File: src/design/rlm_pkg.sv
`timescale 1ns / 1ps
// ----------------------------------------------------------------------------
// rlm_pkg: shared types and constants of the RMS level meter
// Field widths, fixed-point constants and the sequencer state encoding.
// ----------------------------------------------------------------------------
package rlm_pkg;

  localparam int SAMPLE_W        = 16;
  localparam int LEVEL_W         = 16;
  localparam int MS_W            = 31;
  localparam int ALPHA_W         = 16;
  localparam int ALPHA_FRAC_BITS = 16;
  localparam int MAG_W           = 17;
  localparam int PROD_W          = MAG_W + MS_W;
  localparam int ROOT_W          = 32;
  localparam int ROOT_STEPS      = 16;
  localparam int CNT_W           = 4;

  localparam logic [ALPHA_W-1:0] ALPHA_RESET   = 16'hFFFF;
  localparam logic [PROD_W-1:0]  ALPHA_HALF    = 48'h0000_0000_8000;
  localparam logic [MS_W-1:0]    ROOT_BIT_INIT = 31'h4000_0000;
  localparam logic [MS_W-1:0]    MS_MAX        = 31'h4000_0000;

  typedef enum logic [6:0] {
    ST_IDLE   = 7'b000_0001,
    ST_SQUARE = 7'b000_0010,
    ST_DIFF   = 7'b000_0100,
    ST_SCALE  = 7'b000_1000,
    ST_UPDATE = 7'b001_0000,
    ST_ROOT   = 7'b010_0000,
    ST_DONE   = 7'b100_0000
  } rlm_state_t;

endpackage

File: src/design/rlm_in_if.sv
`timescale 1ns / 1ps
// ----------------------------------------------------------------------------
// rlm_in_if: sample channel
// Valid/ready channel carrying one signed Q1.15 audio sample.
// ----------------------------------------------------------------------------
interface rlm_in_if import rlm_pkg::*; ();

  logic                       valid;
  logic                       ready;
  logic signed [SAMPLE_W-1:0] sample;

  modport source (output valid, output sample, input ready);
  modport sink   (input valid, input sample, output ready);

endinterface

File: src/design/rlm_out_if.sv
`timescale 1ns / 1ps
// ----------------------------------------------------------------------------
// rlm_out_if: level channel
// Valid/ready channel carrying the RMS level and the updated mean square.
// ----------------------------------------------------------------------------
interface rlm_out_if import rlm_pkg::*; ();

  logic               valid;
  logic               ready;
  logic [LEVEL_W-1:0] rms_level;
  logic [MS_W-1:0]    mean_square;

  modport source (output valid, output rms_level, output mean_square, input ready);
  modport sink   (input valid, input rms_level, input mean_square, output ready);

endinterface

File: src/design/rlm_mul.sv
`timescale 1ns / 1ps
// ----------------------------------------------------------------------------
// rlm_mul: shared registered multiplier
// 17 x 31 bit unsigned product, registered; used for the square and the
// alpha scaling.
// ----------------------------------------------------------------------------
module rlm_mul import rlm_pkg::*; (
  input  logic              clk,
  input  logic [MAG_W-1:0]  a_i,
  input  logic [MS_W-1:0]   b_i,
  output logic [PROD_W-1:0] p_o
);

  logic [PROD_W-1:0] p_r;

  always_ff @(posedge clk) begin
    p_r <= PROD_W'(a_i) * PROD_W'(b_i);
  end

  assign p_o = p_r;

endmodule

File: src/design/rms_level_meter_core.sv
`timescale 1ns / 1ps
// Each sample runs through the square, difference, scale, update, root and
// done states; no new sample is taken until they are through, as the
// sequencer runs the shared multiplier twice and the 16 iterations of the
// bitwise square root. Input is taken in idle only; a pending result waits in the output register.
// Reset (synchronous, rst_n low): mean square cleared, weight set to 65535.
// ----------------------------------------------------------------------------
// rms_level_meter_core: exponential moving average RMS level meter
// Squares each sample, moves the mean square toward it by alpha, and
// returns the floor square root as the RMS level.
// ----------------------------------------------------------------------------
module rms_level_meter_core import rlm_pkg::*; (
  input  logic               clk,
  input  logic               rst_n,
  rlm_in_if.sink             in_chan,
  rlm_out_if.source          out_chan,
  input  logic               cfg_we,
  input  logic [ALPHA_W-1:0] cfg_wdata
);

  rlm_state_t          state_r, state_nxt;
  logic [ALPHA_W-1:0]  alpha_r;
  logic [MS_W-1:0]     ema_r, ema_nxt;
  logic [MAG_W-1:0]    mag_r;
  logic [MS_W-1:0]     d_r;
  logic                ge_r;
  logic [MS_W-1:0]     rem_r;
  logic [ROOT_W-1:0]   root_r;
  logic [MS_W-1:0]     bit_r;
  logic [CNT_W-1:0]    cnt_r;
  logic                out_valid_r;
  logic [LEVEL_W-1:0]  rms_level_r;
  logic [MS_W-1:0]     mean_square_r;

  logic [MAG_W-1:0]    mul_a;
  logic [MS_W-1:0]     mul_b;
  logic [PROD_W-1:0]   prod;
  logic [MAG_W-1:0]    samp_ext;
  logic [MAG_W-1:0]    mag_in;
  logic [MS_W-1:0]     sq;
  logic [MS_W-1:0]     step;
  logic [ROOT_W-1:0]   trial;
  logic                take;
  logic                in_fire;
  logic                out_load;

  rlm_mul u_mul (
    .clk (clk),
    .a_i (mul_a),
    .b_i (mul_b),
    .p_o (prod)
  );

  assign in_chan.ready = (state_r == ST_IDLE);
  assign in_fire       = in_chan.valid && in_chan.ready;
  assign out_load      = (state_r == ST_DONE) && (!out_valid_r || out_chan.ready);

  assign samp_ext = {in_chan.sample[SAMPLE_W-1], in_chan.sample};
  assign mag_in   = samp_ext[MAG_W-1] ? MAG_W'(~samp_ext + 1'b1) : samp_ext;

  // Scale step multiplies alpha by the difference; otherwise square the sample
  assign mul_a = (state_r == ST_SCALE) ? {1'b0, alpha_r} : mag_r;
  assign mul_b = (state_r == ST_SCALE) ? d_r : MS_W'(mag_r);

  assign sq    = prod[MS_W-1:0];
  assign step  = MS_W'((prod + ALPHA_HALF) >> ALPHA_FRAC_BITS);
  assign ema_nxt = ge_r ? MS_W'(ema_r + step) : MS_W'(ema_r - step);

  assign trial = root_r + ROOT_W'(bit_r);
  assign take  = ROOT_W'(rem_r) >= trial;

  always_comb begin
    state_nxt = state_r;
    unique case (state_r)
      ST_IDLE:   if (in_fire) state_nxt = ST_SQUARE;
      ST_SQUARE: state_nxt = ST_DIFF;
      ST_DIFF:   state_nxt = ST_SCALE;
      ST_SCALE:  state_nxt = ST_UPDATE;
      ST_UPDATE: state_nxt = ST_ROOT;
      ST_ROOT:   if (cnt_r == CNT_W'(ROOT_STEPS - 1)) state_nxt = ST_DONE;
      ST_DONE:   if (out_load) state_nxt = ST_IDLE;
      default:   state_nxt = ST_IDLE;
    endcase
  end

  always_ff @(posedge clk) begin
    if (!rst_n) begin
      state_r     <= ST_IDLE;
      alpha_r     <= ALPHA_RESET;
      ema_r       <= '0;
      out_valid_r <= 1'b0;
    end else begin
      state_r <= state_nxt;
      if (cfg_we) alpha_r <= cfg_wdata;
      if (state_r == ST_UPDATE) ema_r <= ema_nxt;
      if (out_load) begin
        out_valid_r <= 1'b1;
      end else if (out_chan.ready) begin
        out_valid_r <= 1'b0;
      end
    end
  end

  always_ff @(posedge clk) begin
    if (in_fire) mag_r <= mag_in;
    if (state_r == ST_DIFF) begin
      ge_r <= (sq >= ema_r);
      d_r  <= (sq >= ema_r) ? MS_W'(sq - ema_r) : MS_W'(ema_r - sq);
    end
    if (state_r == ST_UPDATE) begin
      rem_r  <= ema_nxt;
      root_r <= '0;
      bit_r  <= ROOT_BIT_INIT;
      cnt_r  <= '0;
    end
    if (state_r == ST_ROOT) begin
      // Restoring square root: one result bit per iteration
      if (take) begin
        rem_r  <= MS_W'(ROOT_W'(rem_r) - trial);
        root_r <= (root_r >> 1) + ROOT_W'(bit_r);
      end else begin
        root_r <= root_r >> 1;
      end
      bit_r <= bit_r >> 2;
      cnt_r <= cnt_r + 1'b1;
    end
    if (out_load) begin
      rms_level_r   <= root_r[LEVEL_W-1:0];
      mean_square_r <= ema_r;
    end
  end

  assign out_chan.valid       = out_valid_r;
  assign out_chan.rms_level   = rms_level_r;
  assign out_chan.mean_square = mean_square_r;

`ifndef SYNTHESIS
  a_ms_range: assert property (@(posedge clk) disable iff (!rst_n)
    ema_r <= MS_MAX)
    else $error("mean square above 2^30");

  a_ema_hold: assert property (@(posedge clk) disable iff (!rst_n)
    state_r != ST_UPDATE |=> $stable(ema_r))
    else $error("mean square changed outside update");

  a_root_exact: assert property (@(posedge clk) disable iff (!rst_n)
    out_valid_r |-> (34'(rms_level_r) * 34'(rms_level_r) <= 34'(mean_square_r)) &&
                    ((34'(rms_level_r) + 34'd1) * (34'(rms_level_r) + 34'd1) >
                     34'(mean_square_r)))
    else $error("rms level is not the floor square root");

  a_start: assert property (@(posedge clk) disable iff (!rst_n)
    in_fire |=> state_r == ST_SQUARE && mag_r <= MAG_W'(32768))
    else $error("sample transaction did not start the sequence");
`endif

endmodule

File: src/flat_wrapper.sv
// flat-port wrapper written by rule: the top's interface ports become plain ports
module rms_level_meter_core_flat import rlm_pkg::*;
  (clk, rst_n, cfg_we, cfg_wdata, in_chan_valid, in_chan_sample, in_chan_ready, out_chan_valid, out_chan_rms_level, out_chan_mean_square, out_chan_ready);
  rlm_in_if in_chan_i ();
  rlm_out_if out_chan_i ();
  input  logic clk;
  input  logic rst_n;
  input  logic cfg_we;
  input  logic [ALPHA_W-1:0] cfg_wdata;
  input wire logic [$bits(in_chan_i.valid)-1:0] in_chan_valid;
  input wire logic [$bits(in_chan_i.sample)-1:0] in_chan_sample;
  output wire logic [$bits(in_chan_i.ready)-1:0] in_chan_ready;
  output wire logic [$bits(out_chan_i.valid)-1:0] out_chan_valid;
  output wire logic [$bits(out_chan_i.rms_level)-1:0] out_chan_rms_level;
  output wire logic [$bits(out_chan_i.mean_square)-1:0] out_chan_mean_square;
  input wire logic [$bits(out_chan_i.ready)-1:0] out_chan_ready;
  assign in_chan_i.valid = in_chan_valid;
  assign in_chan_i.sample = in_chan_sample;
  assign in_chan_ready = in_chan_i.ready;
  assign out_chan_valid = out_chan_i.valid;
  assign out_chan_rms_level = out_chan_i.rms_level;
  assign out_chan_mean_square = out_chan_i.mean_square;
  assign out_chan_i.ready = out_chan_ready;
  rms_level_meter_core u_core (.clk(clk), .rst_n(rst_n), .in_chan(in_chan_i), .out_chan(out_chan_i), .cfg_we(cfg_we), .cfg_wdata(cfg_wdata));
endmodule
File: config.mk
export PLATFORM = sky130hd
export DESIGN_NAME = rms_level_meter_core_flat
export DESIGN_NICKNAME = d
export VERILOG_FILES = /design/src/design/rlm_pkg.sv /design/src/design/rlm_in_if.sv /design/src/design/rlm_out_if.sv /design/src/design/rlm_mul.sv /design/src/design/rms_level_meter_core.sv /design/src/flat_wrapper.sv
export SDC_FILE = /design/constraint.sdc
export NUM_CORES = 2
export LEC_CHECK = 0
export BUFFER_PORTS_ARGS = -buffer_cell sky130_fd_sc_hd__buf_2
export CAP_MARGIN = 20
export CORE_MARGIN = 2
export CORE_UTILIZATION = 50
export CTS_CLUSTER_DIAMETER = 200
export DETAILED_ROUTE_END_ITERATION = 7
export MAX_ROUTING_LAYER = met4
export PLACE_DENSITY = 0.66
export SLEW_MARGIN = 20
export SYNTH_ARGS = -nofsm -noshare
export SYNTH_HDL_FRONTEND = slang
export SYNTH_SLANG_ARGS = --single-unit
File: constraint.sdc
create_clock -name clk -period 22.2 [get_ports clk]
set_input_delay 4.44 -clock clk [delete_from_list [all_inputs] [get_ports clk]]
set_output_delay 4.44 -clock clk [all_outputs]
set_load 0.05 [all_outputs]
==> results by group <==
Yosys
  • Post-Synthesis Cells: 4158
  • Post-synth top cells: inv_1, nand2_1, fa_1
  • Main area contributors after synthesis: fa_1, edfxtp_1, ha_1
  • Post-synthesis mux area share: 1.10%
  • Post-synthesis compound-gate area fraction: 13.2%
  • Post-synth ARST share: 0%
  • Ys flop type: edfxtp_1
  • Post-synth top area share: 24.3%
  • Post-synth top area cell: fa_1
  • Cell variety after synth: 85
  • Synth Area in XOR/XNOR: 6.24%
  • Syn_area_per_cell: 8.64 um2
  • Post-Syn Area: 35900 um2
  • Adder-cell share of the synthesized area: 34.0%
  • Post-synthesis sequential area ratio: 19.7%
  • Simple-gate area share of the yosys netlist: 17.3%
  • Count leader, synth: inv_1
  • Largest family of logic cells by synthesized area: adder cells
  • Warnings from Yosys: 0
  • Post-synth EDFFs: 147
  • Flop and latch count out of synthesis: 281

CTS
  • Worst skew pair latency: 590 ps
  • Clock-pin slew on the worst setup and hold paths: 70 ps
  • CTS root buf: clkbuf_16
  • Clock Sinks: 281
  • Post-CTS Hold Buffers: 0
  • TritonCTS Buffers: 38
  • H-tree Lvls: 2
  • CTS tree: yes
  • Setup Buffers After CTS: 0
  • Post-cts resize count: 0
  • Bufs on Longest Clock Path: 3

Global routing
  • Congestion Overflow GR: 0
  • GRT Overall Usage: 29.2%
  • Vias in the first global route: 29157
  • Initial antenna violation count: 0
  • First-pass GRT wire length: 165000 um
  • Largest net degree at the start of global routing: 109

Route
  • DRT Pass-1 Iters: 5
  • WL per Instance: 20.0 um
  • Drt drc: 0
  • Post-DRT Antenna Nets: 0
  • Vias per cell: 5.68
  • DR vias: 29170
  • Initial DRC Count: 2313
  • Drt total wl: 103000 um

Place
  • Placer Congestion: 1.00
  • Number of port buffers: 85
  • Dpl hpwl: 82000 um
  • Cell Area, Placed: 37200 um2
  • Worst slack, placed: 13200 ps

Timing
  • Final setup fails: 0
  • RSZ-0062 raised after global routing: no
  • Fin. max-slew vios: 0
  • Period utilization: 40.6%
  • Clk_skew: 27.7 ps
  • Setup slack after layout: 13200 ps
  • Hold Vio Cnt, Final: 0
  • Slew HR: 30.7%
  • Setup tns final: 0 ps
  • Slew of the pin with the lowest slew margin: 1040 ps
  • Fin crit period: 9000 ps
  • Peak Freq: 111 MHz

Critical path
  • CP arrival: 9520 ps
  • CP max stage cell: or4b_2
  • CP Max Fanout: 43
  • Startpoint types: register
  • Largest stage delay on the critical path: 630 ps
  • Worst path required time: 22710 ps
  • Crit end category: register
  • Cell mode on critical path: fa_1
  • R2R setup slack: 13200 ps
  • Worst setup path category: reg2reg

Power and ir drop
  • Maximum vdd drop: 205 uV
  • Power Total: 5.93 mW
  • Pleak: 17.7 nW
  • Pwr dens: 154 nW/um2

Die
  • Total core area: 71400 um2
  • Die width: 272 um
  • Die area: 74000 um2
  • Starting density of the core: 50.4%
  • Die height: 272 um
  • IO Pins: 86
  • Row Count: 98

Final layout
  • Layout cells sized above 1: 5.56%
  • Area grow syn2layout: 7.22%
  • Antenna diodes: 0
  • Final #Nets: 4911
  • Final Cell Area: 38500 um2

Min path
  • Hold WC Path Type: reg2reg

Job
  • Max cap viols: 0

Outcome
  • Outcome: completed
[kinds of logic after synthesis]
logic type	after synthesis
AND/OR/NAND/NOR	1344
adder cells (fa/ha/maj)	715
buffers and inverters	782
XOR/XNOR	256
other	2
flip-flops	281
multiplexers	39
AO/OA/AOI/OAI	739
[per-stage QoR]
step           utilization (%)  std cells  hold slack, ps
2_1_floorplan                -       4170             431
3_3_place_gp              52.2       5068             455
3_5_place_dp              52.2       5068             473
4_1_cts                   53.9       5137             485
5_1_grt                   54.0       5138             498
6_report                  54.0       5138             484
[registers in the layout (all words and copies together), names as in the netlist, 17 cells and up]
name / cells
u_core.root_r: 32
u_core.d_r: 31
u_core.out_chan.mean_square: 31
u_core.ema_r: 31
u_core.mag_r: 17
u_core.u_mul.p_o: 47
u_core.rem_r: 31
[layout by cell type, fill, tap and decap left out, types with 85 or more instances in the layout]
master / n
edfxtp_1: 147
nor2_1: 284
dfxtp_1: 134
xor2_1: 89
o21ai_0: 132
inv_1: 610
ha_1: 278
buf_2: 85
a21oi_1: 221
nand2_1: 575
xnor2_1: 167
and3_1: 113
fa_1: 437
[critical path: cells and delay by family (launching register included)]
kind                       cells  cell delay [ps]
DFF                            1              330
and+or+nand+nor                6             1450
AOI/OAI and AO/OA              9             2820
buffers and inverters          6              800
adders and majority gates      7             3340
xor gates and xnor gates       1              140
[worst paths after layout]
path,from,to,depth (start not counted)
setup / recovery,u_core.state_r[6],u_core.u_mul.p_o[45],29
setup reg to reg,u_core.state_r[6],u_core.u_mul.p_o[45],29
hold / removal,u_core.alpha_r[9],u_core.alpha_r[9],2
hold reg to reg,u_core.alpha_r[9],u_core.alpha_r[9],2
[power by group]
part	internal, mW	switching [mW]
sequential	0.678	0.0736
clock	0.359	0.259
combinational	1.82	2.74
total	2.86	3.07
[routing by layer]
layer / up-vias / part of all wire (%) / GRT usage (%)
met5: - / 0 / -
met4: 0 / 3.4 / 9.69
met3: 182 / 6.9 / 3.83
met2: 1015 / 46 / 45.8
met1: 14348 / 44 / 39.3
li1: 13625 / - / -
[final cells by class]
cell class,count,area (um2)
sequential,281,7100
clock inverter,17,199
inverter,610,2290
tap,950,1190
timing repair buffer,121,716
multi-input combinational,3107,26000
clock buffer,52,1080
fill,6667,32800
(Power assumes the default switching activity.)
